===== config.mk =====
export PLATFORM = sky130hd
export DESIGN_NAME = tsr_ctrl
export DESIGN_NICKNAME = d
export VERILOG_FILES = /design/src/rtl/core/turbidity_spread_ratio_top_macros.svh /design/src/rtl/core/tsr_pkg.sv /design/src/rtl/core/tsr_ctrl.sv
export SDC_FILE = /design/constraint.sdc
export NUM_CORES = 1
export LEC_CHECK = 0
export ABC_CLOCK_PERIOD_IN_PS = 1520
export BUFFER_PORTS_ARGS = -buffer_cell sky130_fd_sc_hd__buf_2
export CORE_MARGIN = 3
export CORE_UTILIZATION = 47
export CTS_CLUSTER_DIAMETER = 60
export DETAILED_ROUTE_END_ITERATION = 10
export HOLD_SLACK_MARGIN = 0.02
export PLACE_DENSITY = 0.74
export SLEW_MARGIN = 10
export SYNTH_ARGS = -nofsm -noshare
export SYNTH_HDL_FRONTEND = slang
export SYNTH_SLANG_ARGS = --single-unit

===== constraint.sdc =====
create_clock -name aclk -period 1.52 [get_ports aclk]
set_clock_uncertainty 0.05 [all_clocks]
set_input_delay 0.228 -clock aclk [delete_from_list [all_inputs] [get_ports aclk]]
set_output_delay 0.228 -clock aclk [all_outputs]
set_load 0.02 [all_outputs]

===== src/rtl/core/turbidity_spread_ratio_top_macros.svh =====
// ----------------------------------------------------------------------------
// turbidity spread ratio assertion macros
// shared property shorthands for the block's concurrent checks
// ----------------------------------------------------------------------------
`ifndef TURBIDITY_SPREAD_RATIO_TOP_MACROS_SVH
`define TURBIDITY_SPREAD_RATIO_TOP_MACROS_SVH

// same-cycle implication under synchronous active-low reset
`define TSR_ASSERT_IMPLY(lbl, clk, rstn, ante, cons) \
    lbl: assert property (@(posedge clk) disable iff (!rstn) (ante) |-> (cons)) \
        else $error("tsr assertion failed");

// next-cycle implication under synchronous active-low reset
`define TSR_ASSERT_NEXT(lbl, clk, rstn, ante, cons) \
    lbl: assert property (@(posedge clk) disable iff (!rstn) (ante) |=> (cons)) \
        else $error("tsr assertion failed");

`endif


===== src/rtl/core/tsr_pkg.sv =====
// ----------------------------------------------------------------------------
// tsr_pkg
// sizes, register indexes and controller/datapath interface types
// ----------------------------------------------------------------------------
`default_nettype none

package tsr_pkg;

    // window and field sizes
    localparam int WINDOW   = 16;
    localparam int SAMPLE_W = 10;
    localparam int CFG_W    = 32;
    localparam int FRAC_W   = 16;

    // derived widths
    localparam int IDX_W  = $clog2(WINDOW);
    localparam int SUM_W  = $clog2(((1 << SAMPLE_W) - 1) * WINDOW + 1);
    localparam int CNT_W  = $clog2(WINDOW + 1);
    localparam int AB_W   = SUM_W + CNT_W;
    localparam int D_W    = 2 * CNT_W;
    localparam int P_W    = AB_W + D_W;
    localparam int RAT_W  = P_W + FRAC_W;
    localparam int LO_W   = RAT_W / 2;
    localparam int HI_W   = RAT_W - LO_W;
    localparam int ACC_W  = CFG_W + RAT_W + 1;
    localparam int DCNT_W = $clog2(RAT_W + 1);

    // configuration register indexes
    localparam logic REG_CAL_SLOPE     = 1'b0;
    localparam logic REG_CAL_INTERCEPT = 1'b1;

    // reset values
    localparam logic [CFG_W-1:0] CAL_SLOPE_RST     = 32'h0001_0000;
    localparam logic [CFG_W-1:0] CAL_INTERCEPT_RST = 32'h0000_0000;

    // controller to datapath commands
    typedef struct packed {
        logic             wr;
        logic             scan_clr;
        logic             sum_en;
        logic             cls_en;
        logic [IDX_W-1:0] idx;
        logic             ab_en;
        logic             nd_en;
        logic             pq_en;
        logic             div_load;
        logic             div_step;
        logic             plo_en;
        logic             phi_en;
        logic             acc_en;
        logic             res_en;
        logic             out_load;
        logic             out_err;
    } cmd_t;

    // datapath to controller status
    typedef struct packed {
        logic ok;
    } sts_t;

endpackage

`default_nettype wire


===== src/rtl/core/tsr_ctrl.sv =====
// ----------------------------------------------------------------------------
// tsr_ctrl
// sequencer for scan, spread check, division and output handshake
// ----------------------------------------------------------------------------
`default_nettype none

module tsr_ctrl (
    input  wire logic          aclk,
    input  wire logic          aresetn,
    input  wire logic          s_valid,
    output logic               s_ready,
    output logic               m_valid,
    input  wire logic          m_ready,
    output tsr_pkg::cmd_t      cmd,
    input  wire tsr_pkg::sts_t sts
);

    localparam logic [3:0] S_IDLE = 4'd0;
    localparam logic [3:0] S_SUM  = 4'd1;
    localparam logic [3:0] S_CLS  = 4'd2;
    localparam logic [3:0] S_AB   = 4'd3;
    localparam logic [3:0] S_ND   = 4'd4;
    localparam logic [3:0] S_CHK  = 4'd5;
    localparam logic [3:0] S_DLD  = 4'd6;
    localparam logic [3:0] S_DIV  = 4'd7;
    localparam logic [3:0] S_PLO  = 4'd8;
    localparam logic [3:0] S_PHI  = 4'd9;
    localparam logic [3:0] S_ACC  = 4'd10;
    localparam logic [3:0] S_RES  = 4'd11;
    localparam logic [3:0] S_OUT  = 4'd12;

    localparam logic [tsr_pkg::IDX_W-1:0]  IDX_LAST = tsr_pkg::IDX_W'(tsr_pkg::WINDOW - 1);
    localparam logic [tsr_pkg::DCNT_W-1:0] DIV_LAST = tsr_pkg::DCNT_W'(tsr_pkg::RAT_W - 1);

    logic [3:0]                  state_reg, state_next;
    logic [tsr_pkg::IDX_W-1:0]   idx_reg, idx_next;
    logic [tsr_pkg::DCNT_W-1:0]  dcnt_reg, dcnt_next;
    logic                        err_reg, err_next;
    logic                        m_valid_reg, m_valid_next;

    assign s_ready = (state_reg == S_IDLE);
    assign m_valid = m_valid_reg;

    // next state and command decode
    always_comb begin
        state_next = state_reg;
        idx_next   = idx_reg;
        dcnt_next  = dcnt_reg;
        err_next   = err_reg;
        cmd        = '0;
        cmd.idx    = idx_reg;
        cmd.out_err = err_reg;

        case (state_reg)
            S_IDLE: begin
                if (s_valid) begin
                    cmd.wr       = 1'b1;
                    cmd.scan_clr = 1'b1;
                    idx_next     = '0;
                    state_next   = S_SUM;
                end
            end
            S_SUM: begin
                cmd.sum_en = 1'b1;
                if (idx_reg == IDX_LAST) begin
                    idx_next   = '0;
                    state_next = S_CLS;
                end else begin
                    idx_next = idx_reg + 1'b1;
                end
            end
            S_CLS: begin
                cmd.cls_en = 1'b1;
                if (idx_reg == IDX_LAST) begin
                    idx_next   = '0;
                    state_next = S_AB;
                end else begin
                    idx_next = idx_reg + 1'b1;
                end
            end
            S_AB: begin
                cmd.ab_en  = 1'b1;
                state_next = S_ND;
            end
            S_ND: begin
                cmd.nd_en  = 1'b1;
                state_next = S_CHK;
            end
            S_CHK: begin
                if (sts.ok) begin
                    cmd.pq_en  = 1'b1;
                    err_next   = 1'b0;
                    state_next = S_DLD;
                end else begin
                    err_next   = 1'b1;
                    state_next = S_OUT;
                end
            end
            S_DLD: begin
                cmd.div_load = 1'b1;
                dcnt_next    = '0;
                state_next   = S_DIV;
            end
            S_DIV: begin
                cmd.div_step = 1'b1;
                if (dcnt_reg == DIV_LAST) begin
                    state_next = S_PLO;
                end else begin
                    dcnt_next = dcnt_reg + 1'b1;
                end
            end
            S_PLO: begin
                cmd.plo_en = 1'b1;
                state_next = S_PHI;
            end
            S_PHI: begin
                cmd.phi_en = 1'b1;
                state_next = S_ACC;
            end
            S_ACC: begin
                cmd.acc_en = 1'b1;
                state_next = S_RES;
            end
            S_RES: begin
                cmd.res_en = 1'b1;
                state_next = S_OUT;
            end
            S_OUT: begin
                if (!m_valid_reg || m_ready) begin
                    cmd.out_load = 1'b1;
                    state_next   = S_IDLE;
                end
            end
            default: begin
                state_next = S_IDLE;
            end
        endcase
    end

    // output valid flag
    always_comb begin
        m_valid_next = m_valid_reg;
        if (m_valid_reg && m_ready) begin
            m_valid_next = 1'b0;
        end
        if (cmd.out_load) begin
            m_valid_next = 1'b1;
        end
    end

    // control registers
    always_ff @(posedge aclk) begin
        if (!aresetn) begin
            state_reg   <= S_IDLE;
            idx_reg     <= '0;
            dcnt_reg    <= '0;
            err_reg     <= 1'b0;
            m_valid_reg <= 1'b0;
        end else begin
            state_reg   <= state_next;
            idx_reg     <= idx_next;
            dcnt_reg    <= dcnt_next;
            err_reg     <= err_next;
            m_valid_reg <= m_valid_next;
        end
    end

endmodule

`default_nettype wire


# --- Word-level counts from Yosys, hierarchy flattened ---
# Index checks and enable logic that the tools add are counted.
word_totals:
  register_bits: 16
  latch_bits: 0
  ramBits: 0
  romBits: 0
  output_inout_bits: 21
  wordCells: 69
  n_memories: 0
classes:
  addsub: 2
  multipliers: 0
  div_mod_pow: 0
  order_cmp: 0
  eq_ne: 20
  shifts: 0
  muxes: 31
  bitwise_logic: 0
  n_reduce_logical: 11
ops:
  columns: ["op", "n"]
  rows:
  - ["case mux 4 bit (13 select lines)", 1]
  - ["two-way mux 4 bit", 8]
  - ["equality test 4 bit, second input constant", 6]
  - ["two-way mux 1 bit", 17]
  - ["equality test 4 x 3 -> 1 bit, second input constant", 4]
  - ["!= test 2 bit, second input constant", 6]
  - ["case mux 6 bit (2 select lines)", 1]
  - ["equality test 4 x 2 -> 1 bit, second input constant", 2]
  - ["case mux 4 bit (2 select lines)", 1]
  - ["adder 6 x 1 -> 6 bit, second input constant", 1]
  - ["equality test 6 bit, second input constant", 1]
  - ["two-way mux 6 bit", 1]
  - ["nonzero test 2 bit", 3]
  - ["AND reduction 5 bit", 1]
  - ["adder 4 x 1 -> 4 bit, second input constant", 1]
  - ["equality test 4 x 1 -> 1 bit, second input constant", 1]
  - ["zero test 4 bit", 1]
  - ["two-way mux 2 bit", 2]
  - ["AND reduction 2 bit", 2]
  - ["OR reduction 2 bit", 1]
  - ["logical AND 1 bit", 1]
  - ["zero test 1 bit", 1]
  - ["logical OR 1 bit", 1]

# --- Logic depth before layout (Yosys ltp) ---
# Gate-level depths: netlist of the first run.
depth:
  word_depth: 5
  ltp_mapped: 6
  depth_no_buf: 6

# --- Worst setup path before layout of the first run ---
# OpenSTA, ideal clock, no wires.
synth_path:
  kind: "register to register"
  from: "register state_reg[3]"
  to: "register state_reg[0]"
  arrival_ps: 1408
  slack_ps: -56
  stages_incl_launch_ff: 6
  n_path_buf: 1
  period_less_slack_ps: 1576
  path_cell_list: "dfxtp_1 buf_2 and4b_1 o21ai_2 and4b_1 o221a_1"
synth_via:
  elab_chain_len: 3
  word_cells_on_any_way: 20
synth_lines:
  columns: ["element", "line", "source"]
  rows:
  - ["start, declared", "tsr_ctrl.sv:35", "logic [3:0] state_reg, state_next;"]
  - ["start signal, assigned", "tsr_ctrl.sv:160", "state_reg <= state_next;"]
  - ["equality test 4 bit, or another cell as far along", "tsr_ctrl.sv:54", "case (state_reg)"]
  - ["!= test 2 bit (no line)", null, null]
  - ["AND reduction 5 bit (no line)", null, null]
# Several ways; a longest one is shown, not always the timed one.
# A chain may end at the register's enable or synchronous reset.

==> impl_results.md, run 1 <==
- Path type of the worst setup path: reg -> out
- Type of origin of the critical path: register
- DRC errors left: 0
- Worst Tran Pin Value: 0.417 ns
- Clock period minus final worst setup slack: 1.63 ns
- Clock slew seen by the registers of the worst setup and hold paths: around 0.10 ns
- HP Class: in -> reg
- Total power: 0.00207 W
- IO Port Bufs: 25
- Clock tree from TritonCTS: yes
- Sequential share of the synthesized area: 0.301
- Die Width: 53.6 um
- Required @ worst endpoint: between 1 and 1.5 ns
- Setup violators final: 16
- Filler Cell Count: 150
- Diodes inserted: 0
- Layout overhead on the synthesized area: 47.1%
- Data arrival at the endpoint of the critical path: about 1.4 ns
- Synthesized instance count: between 100 and 150
- Site Rows: 16
- Largest driver fanout on the critical path: 8
- Period Utilization, post-route: 1.07
- Final hold viol count: 0
- Share of synthesized flip-flops with an asynchronous set or reset: 0
- Wire length per cell after detailed routing: 14.6 um
- Hold buffer count at cts: 0
- Initial antenna violation count: 0
- Initial DRT Pass Iterations: 4
- Total via count after detailed routing: 1131
- Vert. Die Dim: approximately 54 um
- Status: finished with violations
- Fraction of final layout cells sized beyond drive strength 1: 0.483
- Routed vias/inst: 5.63
- Violations in the final reports: setup timing
- Final weighted congestion of routability-driven global placement: 0.796
- Number of flops mapped to enable cells by yosys: 0
- Post-synthesis cell type count: 45
- Endpoint type of the worst setup path: primary output
- 1st-iter DRT viols: 30
- Portion of synthesized cell area occupied by the leading cell type: 0.301
- Synthesized flop and latch total: 16
- Htree depth: 1
- Detailed Place HPWL: roughly 2000 um
- WL final: about 3000 um
- Global route overflow: 0
- Cell leakage power: 0.694 nW
- Maximum number of pins on one net before global-route repair: 15
- Global Route Usage Sum: 0.214
- Setup repair after global routing missed its margin: true
- Num ports: 26
- Final #Nets: roughly 180
- Post-Syn Area per Cell: around 8.0 sq um
- Final WS setup: -0.111 ns
- First-pass GRT wire length: 4400 um
- Number of routed nets with antenna violations: 0
- Cts bufs inserted: 3
- Netlist area before placement: about 0.0011 sq mm
- Max-cap viol count: 0
- Pins Over Slew Limit: 0
- IR drop worst, VDD: just under 1000 uV
- Largest register FFs: 6
- Aggregate negative setup slack: -0.488 ns
- Highest clock rate: a little over 0.6 GHz
- Count of yosys warnings during synthesis: 0
- Hold path depth: 2
- Slew Limit Headroom: 0.719
- Post-synthesis net count: about 140
- Maximum number of buffers from clock root to sink: 2
- Most area-consuming cells after synthesis: sky130_fd_sc_hd__dfxtp_1 (30%), sky130_fd_sc_hd__nor2_1 (6.7%), sky130_fd_sc_hd__xor2_1 (4.1%), sky130_fd_sc_hd__nand2_1 (3.9%), sky130_fd_sc_hd__ha_1 (3.5%)
- Post-synth top flop: sky130_fd_sc_hd__dfxtp_1
- Cell taking the most area after synthesis: sky130_fd_sc_hd__dfxtp_1
- Clock Latency Late Sink: approximately 0.3 ns
- Power density of the placed cells: about 1300 mW/mm^2
- Die area: 0.00287 sq mm
- Logic depth of the worst register-to-register path: 6
- Starting utilization of the core area: 0.521
- Core Footprint: 0.00204 sq mm
- Vias in the first global route: between 1000 and 1500
- TritonCTS Sinks: 16
- Cell at the root of the clock tree: sky130_fd_sc_hd__clkbuf_4
-- cells by family after synthesis --
family / share of synthesized area
adders and majority gates: 0.0353
muxes: 0.0200
AOI/OAI and AO/OA: 0.176
and+or+nand+nor: 0.336
xor gates and xnor gates: 0.0411
DFF: 0.301
buffers and inverters: 0.0905
-- worst max-delay path: stages, from the launching register on --
cell and delay, ns:
sky130_fd_sc_hd__dfxtp_4 0.39, sky130_fd_sc_hd__and4bb_1 0.29, sky130_fd_sc_hd__buf_4 0.12, sky130_fd_sc_hd__nor2b_4 0.13, sky130_fd_sc_hd__buf_6 0.12
-- cell usage in the layout, fill, tap and decap left out, types with 3 or more instances in the layout --
cell	count
sky130_fd_sc_hd__inv_1	5
sky130_fd_sc_hd__nor2_4	3
sky130_fd_sc_hd__and3_1	3
sky130_fd_sc_hd__buf_6	8
sky130_fd_sc_hd__buf_4	26
sky130_fd_sc_hd__nand2_1	8
sky130_fd_sc_hd__a21oi_1	5
sky130_fd_sc_hd__nand3_1	4
sky130_fd_sc_hd__dfxtp_4	4
sky130_fd_sc_hd__buf_2	13
sky130_fd_sc_hd__xor2_1	5
sky130_fd_sc_hd__clkbuf_4	3
sky130_fd_sc_hd__dfxtp_1	12
sky130_fd_sc_hd__ha_1	3
sky130_fd_sc_hd__nor2_1	16
-- layout make-up --
type / count / area [sq um] / share of cell area
repair buffers: 48 / 365 / 0.233
inverters: 7 / 28.8 / 0.0184
clock buffers: 4 / 36.3 / 0.0232
flip-flops and latches: 16 / 335 / 0.214
multi-input cells: 99 / 767 / 0.490
well taps: 27 / 33.8 / 0.0216
-- per-stage QoR --
step,utilization,cells,cell area (sq um),setup WS (ns),hold slack (ns)
after floorplan,-,133,1070,0.0129,0.397
after global placement,0.612,186,1250,0.0648,0.448
final,0.767,201,1570,-0.111,0.191
after CTS,0.664,194,1360,-0.107,0.184
after detailed placement,0.612,186,1250,-0.0214,0.458
after global routing,0.767,201,1570,-0.208,0.181
-- what timing repair did --
| item | CTS | global route |
|---|---|---|
| gates cloned | 0 | 0 |
| pin swaps | 0 | 9 |
| resized for setup | 18 | 44 |
| setup buffers | 4 | 7 |
| setup endpoints to repair | 17 | 24 |
-- layer usage --
layer  part of all wire  track usage  wire, um  vias up
li1                   -            -         -      563
met1               0.46        0.261      1340      531
met2               0.47        0.341      1370       31
met3              0.038       0.0360       110        6
met4              0.036        0.145       104        0
met5                  0            0         0        -
-- where the power goes --
group / internal, W / switching (W) / leakage (nW)
sequential: 0.000481 / 0.0000649 / 0.133
combinational: 0.000596 / 0.000638 / 0.540
clock: 0.000146 / 0.000145 / 0.0210
-- Yosys cell counts (all sizes together), types with 2 or more instances --
library cell	count
nor2	20
and4b	2
nor3	5
ha	3
dfxtp	16
o221a	2
and3	4
nand2	11
nand2b	4
xor2	5
nand3	4
clkbuf	3
nor2b	5
o2111ai	2
inv	7
a32o	2
a21oi	5
nor3b	3
o21ai	4
buf	8
o211ai	2
-- final timing paths --
| path | startpoint | slack, ns | end |
|---|---|---|---|
| max | state_reg[0] | -0.11 | cmd[1] |
| min reg2reg | err_reg | 0.47 | err_reg |
| min | aresetn | 0.19 | idx_reg[2] |
| max reg2reg | dcnt_reg[0] | -0.06 | state_reg[3] |
No activity file was read; power rests on OpenSTA's default activity.
==> run 2, diff against run 1 <==
ABC_CLOCK_PERIOD_IN_PS = 1320   (was 1520)
clock period = 1.32 ns   (was 1.52 ns; I/O delays follow)
==> run 2 against run 1 <==
Effect of this change:
- the flow still finishes with violations (setup timing)
- routed wire length grew 83%
- via count grew 32%
- clock power grew 22%
- critical endpoint is now state_reg[0]
==> impl_results.md, run 2 (synthesis results as in run 1) <==
- Status: finished with violations
- Violations in the final reports: setup timing
- Core Footprint: 0.00204 sq mm (unchanged)
- 1st-iter DRT viols: 105 (+250%)
- Clock Latency Late Sink: 0.31 ns (about the same)
- Site Rows: 16 (unchanged)
- Sw frac: 0.427 (+0.0174)
- Crit path max-delay family: simple AND/OR/NAND/NOR gates
- Total via count after detailed routing: 1495 (+32%)
- Internal Pwr Total: 0.00177 W (+45%)
- Highest clock rate: about 0.6 GHz
- Slew Limit Headroom: 0.781 (+0.0616)
- Cell count after placement: 208 (+12%)
- Power density of the placed cells: 1580 mW/mm^2 (+20%)
- Htree depth: 1 (unchanged)
- Routed met1 length: 1870 um (+40%)
- Endpoint type of the worst setup path: register
- Fraction of final layout cells sized beyond drive strength 1: 0.652 (+0.169)
- Final hold viol count: 0 (unchanged)
- WL final: 5350 um (+83%)
- Cell leakage power: 0.866 nW (+25%)
- Final #Nets: 213 (+16%)
- Detailed Place HPWL: 2180 um (+12%)
- Proportion of power drawn by the clock network: 0.115 (-0.026)
- Worst hold path startpoint: aresetn
- Sequential fraction of design power: 0.211 (-0.052)
- Setup repair after global routing missed its margin: true
- Clock tree from TritonCTS: yes
- Count of buffer and inverter cells on the critical path: 1 (-1)
- Global Route Usage Sum: 0.281 (+0.0678)
- Num ports: 26 (unchanged)
- Routed wl met2: 2640 um (+92%)
- Logic gate share of total power: 0.674 (+0.078)
- Final WS setup: -0.340 ns (-0.229 ns)
- Vias in the first global route: 1144 (+13%)
- TritonCTS Sinks: 16 (unchanged)
- Maximum number of buffers from clock root to sink: 2 (unchanged)
- Diodes inserted: 0 (unchanged)
- Launching point of the worst reg2reg path: state_reg[1]
- Pins Over Slew Limit: 0 (unchanged)
- Largest driver fanout on the critical path: 6 (-2)
- Cell at the root of the clock tree: sky130_fd_sc_hd__clkbuf_4
- Most used cells in the layout excluding fill and tap cells: sky130_fd_sc_hd__buf_4 (50), sky130_fd_sc_hd__buf_6 (15), sky130_fd_sc_hd__nor2_1 (11)
- Max-cap viol count: 0 (unchanged)
- First-pass GRT wire length: 5590 um (+27%)
- Net switching power figure: 0.00132 W (+55%)
- IO Port Bufs: 25 (unchanged)
- Slowest cell delay on critical path: 0.41 ns (+0.02 ns)
- Cts bufs inserted: 3 (unchanged)
- Path type of the worst setup path: reg -> reg
- Data arrival at the endpoint of the critical path: 1.86 ns (+0.51 ns)
- Routed length on met3: 540 um (+390%)
- Number of standard cells in the final layout excluding fillers: 231 (+15%)
- Clock period minus final worst setup slack: roughly 1.7 ns
- Worst Tran Pin Value: 0.326 ns (-0.0905 ns)
- Type of origin of the critical path: register
- Hold Worst Slack: 0.166 ns (-0.0252 ns)
- Wire length per cell after detailed routing: 23.2 um (+59%)
- CP max stage cell: sky130_fd_sc_hd__dfxtp_4
- Routed vias/inst: 6.47 (+15%)
- IR drop worst, VDD: 1510 uV (+52%)
- Top routing layer in use: met4
- Vert. Die Dim: 53.6 um (unchanged)
- Global route overflow: 0 (unchanged)
- Total power: 0.00309 W (+49%)
- Setup violators final: 29 (+13)
- Starting utilization of the core area: 0.521 (unchanged)
- Final weighted congestion of routability-driven global placement: 0.833 (+4.6%)
- Die Width: 53.6 um (unchanged)
- Required @ worst endpoint: 1.52 ns (+0.28 ns)
- Number of routed nets with antenna violations: 0 (unchanged)
- Largest register FFs: 6 (unchanged)
- HP Class: in -> reg
- Clock slew seen by the registers of the worst setup and hold paths: 0.11 ns (about the same)
- Leading cell type in the layout, fill and taps excluded: sky130_fd_sc_hd__buf_4
- Source of the critical timing path: state_reg[1]
- Initial antenna violation count: 0 (unchanged)
- Layout overhead on the synthesized area: 83.3%
- DRC errors left: 0 (unchanged)
- Initial DRT Pass Iterations: 4 (unchanged)
- Cells traversed along the worst timing path: and4bb_1 > buf_4 > a32o_2 > and4b_1 > o221a_1
- Period Utilization, post-route: 1.26
- Die area: 0.00287 sq mm (unchanged)
- Maximum number of pins on one net before global-route repair: 14 (-1)
==> run 2: cell types whose count changed in the layout (fill, tap and decap cells not counted), moves of 3 or more <==
cell	previous run	this run
sky130_fd_sc_hd__nor2_1	16	11
sky130_fd_sc_hd__buf_6	8	15
sky130_fd_sc_hd__buf_2	13	10
sky130_fd_sc_hd__buf_4	26	50
sky130_fd_sc_hd__nor2_2	1	4
sky130_fd_sc_hd__dfxtp_1	12	8
sky130_fd_sc_hd__dfxtp_2	0	3
sky130_fd_sc_hd__nand3_1	4	1
sky130_fd_sc_hd__nand3_2	0	3
==> run 2: worst paths after layout <==
| check | endpoint | slack [ns] | cells past startpoint |
|---|---|---|---|
| max | state_reg[0] | -0.34 | 5 |
| min | idx_reg[2] | 0.17 | 2 |
| max reg2reg | state_reg[0] | -0.34 | 5 |
| min reg2reg | dcnt_reg[5] | 0.54 | 2 |
==> run 2: repair_timing <==
action | CTS | global route
gates resized for setup | 54 | 37
endpoints found under the hold margin | 0 | 0
buffers inserted | 7 | 11
cloned | 0 | 1
endpoints found under the setup margin | 28 | 28
pin swaps | 10 | 11
hold buffers | 0 | 0
==> run 2: power groups by stage <==
stage	combinational [W]	clock (W)	sequential [W]
global placement	0.00124	0	0.000607
detailed placement	0.00127	0	0.000613
CTS	0.00145	0.000349	0.000631
global route	0.00216	0.000373	0.000656
floorplan	0.000822	0	0.000626
finish	0.00208	0.000354	0.000652
==> run 2: cell type report <==
class | count | area, sq um
clock buffer | 4 | 36.3
fill | 44 | 90.1
inverter | 7 | 36.3
multi-input combinational | 99 | 848
sequential | 16 | 343
tap | 27 | 33.8
timing repair buffer | 78 | 654
==> run 2: routing by layer <==
layer	global-route usage	vias up
li1	-	615
met1	0.352	713
met2	0.457	128
met3	0.0471	39
met4	0.153	0
met5	0	-
==> run 2: worst register-to-register path, delay by kind of cell (launching register included) <==
| kind | cells | cell delay (ns) |
|---|---|---|
| flip-flops | 1 | 0.41 |
| AO/OA/AOI/OAI | 2 | 0.46 |
| AND/OR/NAND/NOR | 2 | 0.56 |
| buffers and inverters | 1 | 0.14 |
==> run 2: per-stage QoR <==
step                      utilization  instance area, sq um  setup slack [ns]  TNS, ns
after global placement          0.704                  1440            -0.112   -0.628
after detailed placement        0.704                  1440            -0.225    -1.60
after global routing            0.956                  1950            -0.389    -7.57
after floorplan                     -                  1110            -0.135   -0.861
after CTS                       0.823                  1680            -0.276    -4.76
final                           0.956                  1950            -0.340    -6.67
==> run 3, diff against run 2 <==
--- a/config.mk
+++ b/config.mk
@@ -11,4 +11,6 @@
 export CORE_UTILIZATION = 47
+export CTS_BUF_LIST = sky130_fd_sc_hd__clkbuf_16
 export CTS_CLUSTER_DIAMETER = 60
 export DETAILED_ROUTE_END_ITERATION = 10
+export GPL_TIMING_DRIVEN = 0
 export HOLD_SLACK_MARGIN = 0.02
==> constraint.sdc (replaced) <==
create_clock -name aclk -period 1.32 [get_ports aclk]
set_clock_uncertainty 0.05 [all_clocks]
set_input_delay 0 -clock aclk [delete_from_list [all_inputs] [get_ports aclk]]
set_output_delay 0 -clock aclk [all_outputs]
set_load 0.02 [all_outputs]
==> run 3 against run 2 <==
Effect of this change:
- the run still ends with setup timing left
- sequential share of layout area is 0.28 points lower
- die area is the same
- count of clock-buffer cells in the layout fell by 1
- total power is 11% higher
- critical path depth grew 2
- critical path type unchanged
==> impl_results.md, run 3 (synthesis results as in run 1) <==
- Status: finished with violations
- Violations in the final reports: setup timing
- 1st-iter DRT viols: 100 (-4.8%)
- Num ports: 26 (unchanged)
- Final #Nets: 193 (-9.4%)
- Period Utilization, post-route: 1.28 (+0.0216)
- Largest register FFs: 6 (unchanged)
- Fraction of final layout cells sized beyond drive strength 1: 0.598 (-0.0541)
- Area taken by multi-input logic gates: 905 sq um (+6.6%)
- Final WS setup: -0.368 ns (-0.0285 ns)
- Cell count after placement: 184 (-12%)
- Clock tree from TritonCTS: yes
- Clock period minus final worst setup slack: 1.69 ns (+0.0285 ns)
- TritonCTS Sinks: 16 (unchanged)
- Pins Over Slew Limit: 0 (unchanged)
- Die Width: 53.6 um (unchanged)
- Total power: 0.00341 W (+11%)
- Vert. Die Dim: 53.6 um (unchanged)
- Max-cap viol count: 0 (unchanged)
- Number of standard cells in the final layout excluding fillers: 211 (-8.7%)
- Vias in the first global route: 1199 (+4.8%)
- Clock Latency Late Sink: 0.26 ns (-0.05 ns)
- Number of routed nets with antenna violations: 0 (unchanged)
- IO Port Bufs: 24 (-4.0%)
- Endpoint type of the worst setup path: register
- Initial DRT Pass Iterations: 4 (unchanged)
- Htree depth: 1 (unchanged)
- Largest driver fanout on the critical path: 5 (-1)
- Setup violators final: 30 (+3.4%)
- Wire length per cell after detailed routing: 26.8 um (+16%)
- First-pass GRT wire length: 5970 um (+6.8%)
- Cts bufs inserted: 3 (unchanged)
- Power density of the placed cells: 1750 mW/mm^2 (+10%)
- Hold buffer count at cts: 0 (unchanged)
- Routed vias/inst: 6.83 (+5.5%)
- Cell at the root of the clock tree: sky130_fd_sc_hd__clkbuf_16
- Clock slew seen by the registers of the worst setup and hold paths: 0.05 ns (-0.06 ns)
- IR drop worst, VDD: 1510 uV (+0.28%)
- Maximum number of pins on one net before global-route repair: 11 (-3)
- Count of buffer and inverter cells on the critical path: 2 (+1)
- Worst Tran Pin Value: 0.500 ns (+0.174 ns)
- Slew Limit Headroom: 0.667 (-0.114)
- Filler Cell Count: 51 (+16%)
- Most used cells in the layout excluding fill and tap cells: sky130_fd_sc_hd__buf_6 (30), sky130_fd_sc_hd__buf_4 (13), sky130_fd_sc_hd__buf_2 (11)
- Global Route Usage Sum: 0.292 (+0.0109)
- Type of origin of the critical path: register
- Final hold viol count: 0 (unchanged)
- Total via count after detailed routing: 1441 (-3.6%)
- Crit path max-delay family: compound AO/OA/AOI/OAI gates
- Hold Worst Slack: 0.107 ns (-0.0586 ns)
- Leading cell type in the layout, fill and taps excluded: sky130_fd_sc_hd__buf_6
- Starting utilization of the core area: 0.521 (unchanged)
- Required @ worst endpoint: 1.45 ns (-0.07 ns)
- Final weighted congestion of routability-driven global placement: 0.784 (-5.9%)
- Global route overflow: 0 (unchanged)
- Cell leakage power: 0.811 nW (-6.3%)
- Die area: 0.00287 sq mm (unchanged)
- WL final: 5670 um (+5.8%)
- Layout overhead on the synthesized area: 83.5%
- Diodes inserted: 0 (unchanged)
- Sequential cell area: 338 sq um (-1.5%)
- Data arrival at the endpoint of the critical path: 1.82 ns (-0.04 ns)
- Path type of the worst setup path: reg -> reg
- Aggregate negative setup slack: -6.00 ns (+0.677 ns)
- Cells traversed along the worst timing path: inv_2 > ha_4 > nand4b_1 > buf_4 > o21ai_1 > nand2_1 > a21oi_1
- Core Footprint: 0.00204 sq mm (unchanged)
- HP Class: in -> reg
- Slowest cell delay on critical path: 0.33 ns (-0.08 ns)
- Initial antenna violation count: 0 (unchanged)
- Maximum number of buffers from clock root to sink: 2 (unchanged)
- Setup repair after global routing missed its margin: true
- Site Rows: 16 (unchanged)
- DRC errors left: 0 (unchanged)
- Detailed Place HPWL: 1910 um (-12%)
- CP max stage cell: sky130_fd_sc_hd__dfxtp_2
- Highest clock rate: 0.592 GHz (-1.7%)
==> run 3: layout make-up <==
cell class | count | area share
inverter | 7 | 0.0179
timing repair buffer | 49 | 0.230
buffer | 9 | 0.0583
clock inverter | 1 | 0.00192
tap | 27 | 0.0173
clock buffer | 3 | 0.0384
sequential | 16 | 0.173
multi-input combinational | 99 | 0.463
==> run 3: worst paths after layout <==
check | start | endpoint | slack [ns] | depth (start not counted)
worst min register to register | err_reg | err_reg | 0.50 | 2
worst min-delay path | sts | err_reg | 0.11 | 3
worst max register to register | dcnt_reg[1] | dcnt_reg[1] | -0.37 | 7
worst max-delay path | dcnt_reg[1] | dcnt_reg[1] | -0.37 | 7
==> run 3: timing repair <==
action / CTS / global route
endpoints found under the hold margin: 0 / 0
gates resized for setup: 60 / 52
gates cloned: 1 / 0
pin swaps: 19 / 16
setup endpoints to repair: 25 / 28
setup buffers: 13 / 13
==> run 3: metrics by stage <==
step	instance area, sq um	setup WS, ns	utilization
floorplan	1090	-0.135	-
global placement	1240	-0.259	0.610
detailed placement	1240	-0.349	0.610
CTS	1660	-0.222	0.812
global route	1950	-0.541	0.957
finish	1950	-0.368	0.957
==> run 3: worst register-to-register path: cells and delay by family (launching register included) <==
kind	cells	cell delay, ns
AO/OA/AOI/OAI	2	0.42
AND/OR/NAND/NOR	2	0.35
flip-flops	1	0.33
buffers and inverters	2	0.31
adder cells (fa/ha/maj)	1	0.15
==> run 3: layer usage <==
metal | vias to the layer above | global-route usage | wire length [um]
met3 | 45 | 0.0443 | 622
met5 | - | 0 | 0
li1 | 572 | - | -
met1 | 696 | 0.390 | 2000
met4 | 0 | 0.149 | 404
met2 | 128 | 0.455 | 2640
==> run 3: power by group <==
group / internal [W] / switching, W / leakage (nW)
clock network: 0.000404 / 0.000228 / 0.0385
registers: 0.000554 / 0.0000841 / 0.134
logic: 0.000995 / 0.00115 / 0.639
